## config.mk

```make
export PLATFORM = sky130hd
export DESIGN_NAME = sth_div
export DESIGN_NICKNAME = d
export VERILOG_FILES = /design/src/rtl/sth_div.sv
export SDC_FILE = /design/constraint.sdc
export NUM_CORES = 1
export LEC_CHECK = 0
export CAP_MARGIN = 20
export CORE_MARGIN = 3
export CORE_UTILIZATION = 58
export CTS_CLUSTER_SIZE = 28
export DETAILED_ROUTE_END_ITERATION = 8
export DONT_BUFFER_PORTS = 1
export GPL_ROUTABILITY_DRIVEN = 0
export GPL_TIMING_DRIVEN = 0
export PLACE_DENSITY_LB_ADDON = 0.2
export SLEW_MARGIN = 20
export SYNTH_ARGS = -nofsm -noshare
export SYNTH_HDL_FRONTEND = slang
export SYNTH_SLANG_ARGS = --single-unit
```

## constraint.sdc

```tcl
create_clock -name i_clk -period 3.3 [get_ports i_clk]
set_clock_uncertainty 0.2 [all_clocks]
set_input_delay 0.495 -clock i_clk [delete_from_list [all_inputs] [get_ports i_clk]]
set_output_delay 0.495 -clock i_clk [all_outputs]
set_load 0.02 [all_outputs]
```

## src/rtl/sth_div.sv

```systemverilog
//------------------------------------------------------------------------------
// sth_div
// Restoring divider, one quotient bit per cycle: q = floor(n*2^16/d).
//------------------------------------------------------------------------------
`default_nettype none
module sth_div (
    input  wire logic        i_clk,
    input  wire logic        i_rst_n,
    input  wire logic        i_start,
    input  wire logic [31:0] i_num,
    input  wire logic [32:0] i_den,
    output logic             o_done,
    output logic [16:0]      o_quo
);
    logic [48:0] r_num;
    logic [33:0] r_rem;
    logic [5:0]  r_cnt;
    logic        r_busy;
    logic [32:0] r_den;
    logic [33:0] w_sh;

    assign w_sh = {r_rem[32:0], r_num[48]};

    always_ff @(posedge i_clk) begin
        if (!i_rst_n) begin
            r_busy <= 1'b0;
            o_done <= 1'b0;
        end else begin
            o_done <= 1'b0;
            if (i_start) begin
                r_busy <= 1'b1;
                r_num  <= {1'b0, i_num, 16'd0};
                r_rem  <= '0;
                r_den  <= i_den;
                r_cnt  <= 6'd49;
            end else if (r_busy) begin
                r_num <= {r_num[47:0], 1'b0};
                if (w_sh >= {1'b0, r_den}) begin
                    r_rem <= w_sh - {1'b0, r_den};
                    o_quo <= {o_quo[15:0], 1'b1};
                end else begin
                    r_rem <= w_sh;
                    o_quo <= {o_quo[15:0], 1'b0};
                end
                r_cnt <= r_cnt - 6'd1;
                if (r_cnt == 6'd1) begin
                    r_busy <= 1'b0;
                    o_done <= 1'b1;
                end
            end
        end
    end
endmodule
`default_nettype wire

```

==> key figures <==
Critical path
  • CP Data Required Time: roughly 3.3 ns
  • Capturing element type of the critical path: flop
  • Reg-to-Reg End: r_rem[25]$_SDFFCE_PP0P_
  • Origin of the critical flop-to-flop path: r_den[0]$_DFFE_PP_
  • Startpoint of the worst setup timing path: r_den[0]$_DFFE_PP_
  • Flop2flop setup slack: -0.03 ns
  • CP Data Arrival Time: 3.29 ns
  • Startpoint type of the worst setup path: flop
  • Critical-path maximum fanout: 6
  • Worst setup path class: reg2reg
  • Depth of the worst register-to-register path: 12

Route
  • Mean number of vias per cell: between 6 and 7
  • Wire length reported by the detailed router: around 15000 µm
  • Post-detailed-route wirelength per cell: 18.3 µm
  • Detailed-routed wire length on met2: 7450 µm
  • Uppermost layer routed: met4
  • Post-route ant nets: 0
  • Via count: 5000
  • Wire length on met1: roughly 6400 µm
  • Drt first-iter violations: roughly 440
  • DRC violations left: 0
  • Count of TritonRoute iterations in the first routing pass: 5
  • Wire length on met3: roughly 930 µm

Clocking
  • Clock input transition at the sequential cells of the worst setup and hold paths: about 0.050 ns
  • Level count of the clock H-tree: 4
  • Number of CTS-inserted buffers: 17
  • Clock tree from TritonCTS: yes
  • CTS sink count: roughly 120
  • Clock insertion delay at the later pin of the skew report: between 0.4 and 0.5 ns
  • Clock root cell: clkbuf_16
  • Deepest clock path buffer count: 2

Yosys
  • Synthesis-stage register bit count: 124
  • Synth cell types: 53
  • Post-synthesis area per instance: 11.1 µm²
  • Most used DFF post-synth: edfxtp_1
  • Cells after Synth: 610
  • Post-synthesis async set-or-reset flop share: 0
  • Net count of the mapped netlist: around 700
  • Most area-consuming cells after synthesis: edfxtp_1 (54%), ha_1 (6.5%), mux2_2 (5.2%)
  • Proportion of synthesized chip area in sequential cells: 0.547
  • Post-Synthesis Cell Area: 6770 µm²
  • Total of warnings raised by yosys: 0
  • Top cell type by total area after synthesis: edfxtp_1
  • Most frequent cell after synthesis: edfxtp_1
  • Portion of synthesized cell area occupied by the leading cell type: 0.542
  • Synth cell count leaders: edfxtp_1 (122), nand2_1 (67), a21oi_1 (63)
  • Number of enable flip-flop cells after synthesis: around 120

Floorplan
  • Chip width: 114 µm
  • Area inside the core boundary: ~11000 µm²
  • Floorplan die area: 13000 µm²
  • Floorplan row count: 38
  • Starting density of the core: 0.608
  • I/O Pins: 86
  • Die H: ~110 µm

Timing
  • Number of setup violations in the final report: 7
  • Setup repair after global routing missed its margin: true
  • Slew Limit Headroom: 0.431
  • Fin crit period: ~3.3 ns
  • Highest clock rate: 300 MHz
  • Transition time at the pin with the least slew margin: roughly 0.85 ns
  • Post-route clock period utilization: 1.01
  • Setup Total Neg Slack: -0.127 ns
  • Fin worst setup slack: -0.0348 ns
  • Max-slew violation count: 0
  • Final Hold Violating Endpoints: 0

Power
  • LEAKAGE: between 3 and 4 nW
  • Peak ir drop on the vdd network: roughly 600 µV
  • Power per Cell Area: between 500 and 600 nW/µm²

GRT
  • Total routing usage reported by global routing: 0.238
  • Largest net degree at the start of global routing: between 40 and 50
  • Number of antenna violations at the first check in global routing: 0
  • Wire length of the first global-routing pass: roughly 24000 µm
  • Global route overflow: 0
  • Number of global-route vias before repair: ~5100

Layout
  • Diodes inserted: 0
  • Layout cell share with drive strength beyond 1: 0.164
  • Nets: between 700 and 800
  • Layout overhead on the synthesized area: 20.6%

Place
  • Quantity of I/O buffers inserted on ports: 0
  • Worst slack after detailed placement: -0.383 ns
  • Half-perimeter wire length of the detailed placement result: between 10000 and 15000 µm

Status
  • Failing checks: setup timing
  • Run status: finished, violations left

Min path
  • Worst Hold Launch: i_rst_n
  • Number of stages on the worst hold path: 2
  • Worst Hold End: o_done$_SDFF_PP0_
  • Class of the worst hold path: in2reg

Flow run
  • Maximum Capacitance Violations: 0
power by group:
| group | internal [mW] | switching [mW] |
|---|---|---|
| clock network | 1.16 | 0.666 |
| logic | 0.446 | 0.602 |
| registers | 1.88 | 0.0542 |
cell families after synthesis:
family	Yosys count	share of synthesized area
mux	31	0.0516
flops	124	0.547
xor+xnor	26	0.0337
buf+inv	78	0.0466
fa+ha+maj	36	0.0677
simple gates	159	0.108
compound gates	156	0.145
per-stage QoR:
stage               utilization  instances  total power, mW  hold WS [ns]  area (µm²)
CTS                       0.722        820             4.78        0.0499        8030
global route              0.733        829             5.02        0.0619        8160
finish                    0.733        829             4.81        0.0669        8160
floorplan                     -        610             2.65         0.252        6770
detailed placement        0.629        752             2.86         0.310        7000
global placement          0.624        750             2.82         0.266        6940
how the worst max path moves through the flow:
| stage | cells past startpoint | to |
|---|---|---|
| after CTS | 11 | r_rem[25]$_SDFFCE_PP0P_ |
| after floorplan | 15 | r_rem[15]$_SDFFCE_PP0P_ |
| after global routing | 15 | r_rem[11]$_SDFFCE_PP0P_ |
| after global placement | 14 | r_rem[18]$_SDFFCE_PP0P_ |
| final | 12 | r_rem[25]$_SDFFCE_PP0P_ |
| after detailed placement | 14 | r_rem[13]$_SDFFCE_PP0P_ |
final cells by class:
type	count	area, µm²
Inverter	48	180
Fill cell	787	2970
Tap cell	140	175
Timing Repair Buffer	49	480
Sequential cell	124	3700
Clock buffer	21	470
Buffer	28	169
Clock inverter	11	116
Multi-Input combinational cell	408	2860
per-layer routing:
metal	up-vias	global-route usage
met1	2389	0.298
li1	2373	-
met2	199	0.400
met4	0	0.0823
met5	-	0
met3	39	0.0647
cells in the final DEF (no fill, tap or decap), types with 6 or more instances in the layout:
cell | Yosys | layout
a211oi_1 | 10 | 7
a21o_1 | 10 | 10
a21oi_1 | 63 | 59
buf_4 | 2 | 14
clkbuf_1 | 19 | 16
clkbuf_16 | 0 | 17
dlygate4sd3_1 | 0 | 33
edfxtp_1 | 122 | 122
ha_1 | 35 | 32
inv_1 | 48 | 47
mux2_2 | 31 | 31
nand2_1 | 67 | 66
nand3_1 | 7 | 7
nand4_1 | 11 | 11
nor2_1 | 38 | 37
nor3_1 | 8 | 8
o21a_1 | 7 | 6
o21ai_0 | 26 | 23
o21bai_1 | 8 | 8
xnor2_1 | 21 | 21
registers in the layout, summed over array words and instances, names as in the netlist:
register and flops:
o_quo 17, r_den 33, o_done 1, r_cnt 6, r_busy 1, r_num 33, r_rem 33
critical path, cell delays in order, from the launching register on:
cell and delay [ns]:
edfxtp_1 0.38, ha_2 0.21, inv_2 0.05, fa_2 0.19
a21o_1 0.20, a221oi_4 0.09, a211o_1 0.34, a211o_1 0.30
a211o_1 0.31, and3_4 0.18, buf_8 0.13, and3_4 0.16
a311o_1 0.33
repair_timing:
| action | in CTS | in global routing |
|---|---|---|
| hold buffers | 33 | 0 |
| setup endpoints to repair | 33 | 33 |
| hold endpoints to repair | 33 | 0 |
| resized for setup | 23 | 20 |
| pin swaps | 9 | 13 |
| setup buffers | 5 | 8 |
| gates cloned | 0 | 1 |
Power figures use the tool's default switching activity.
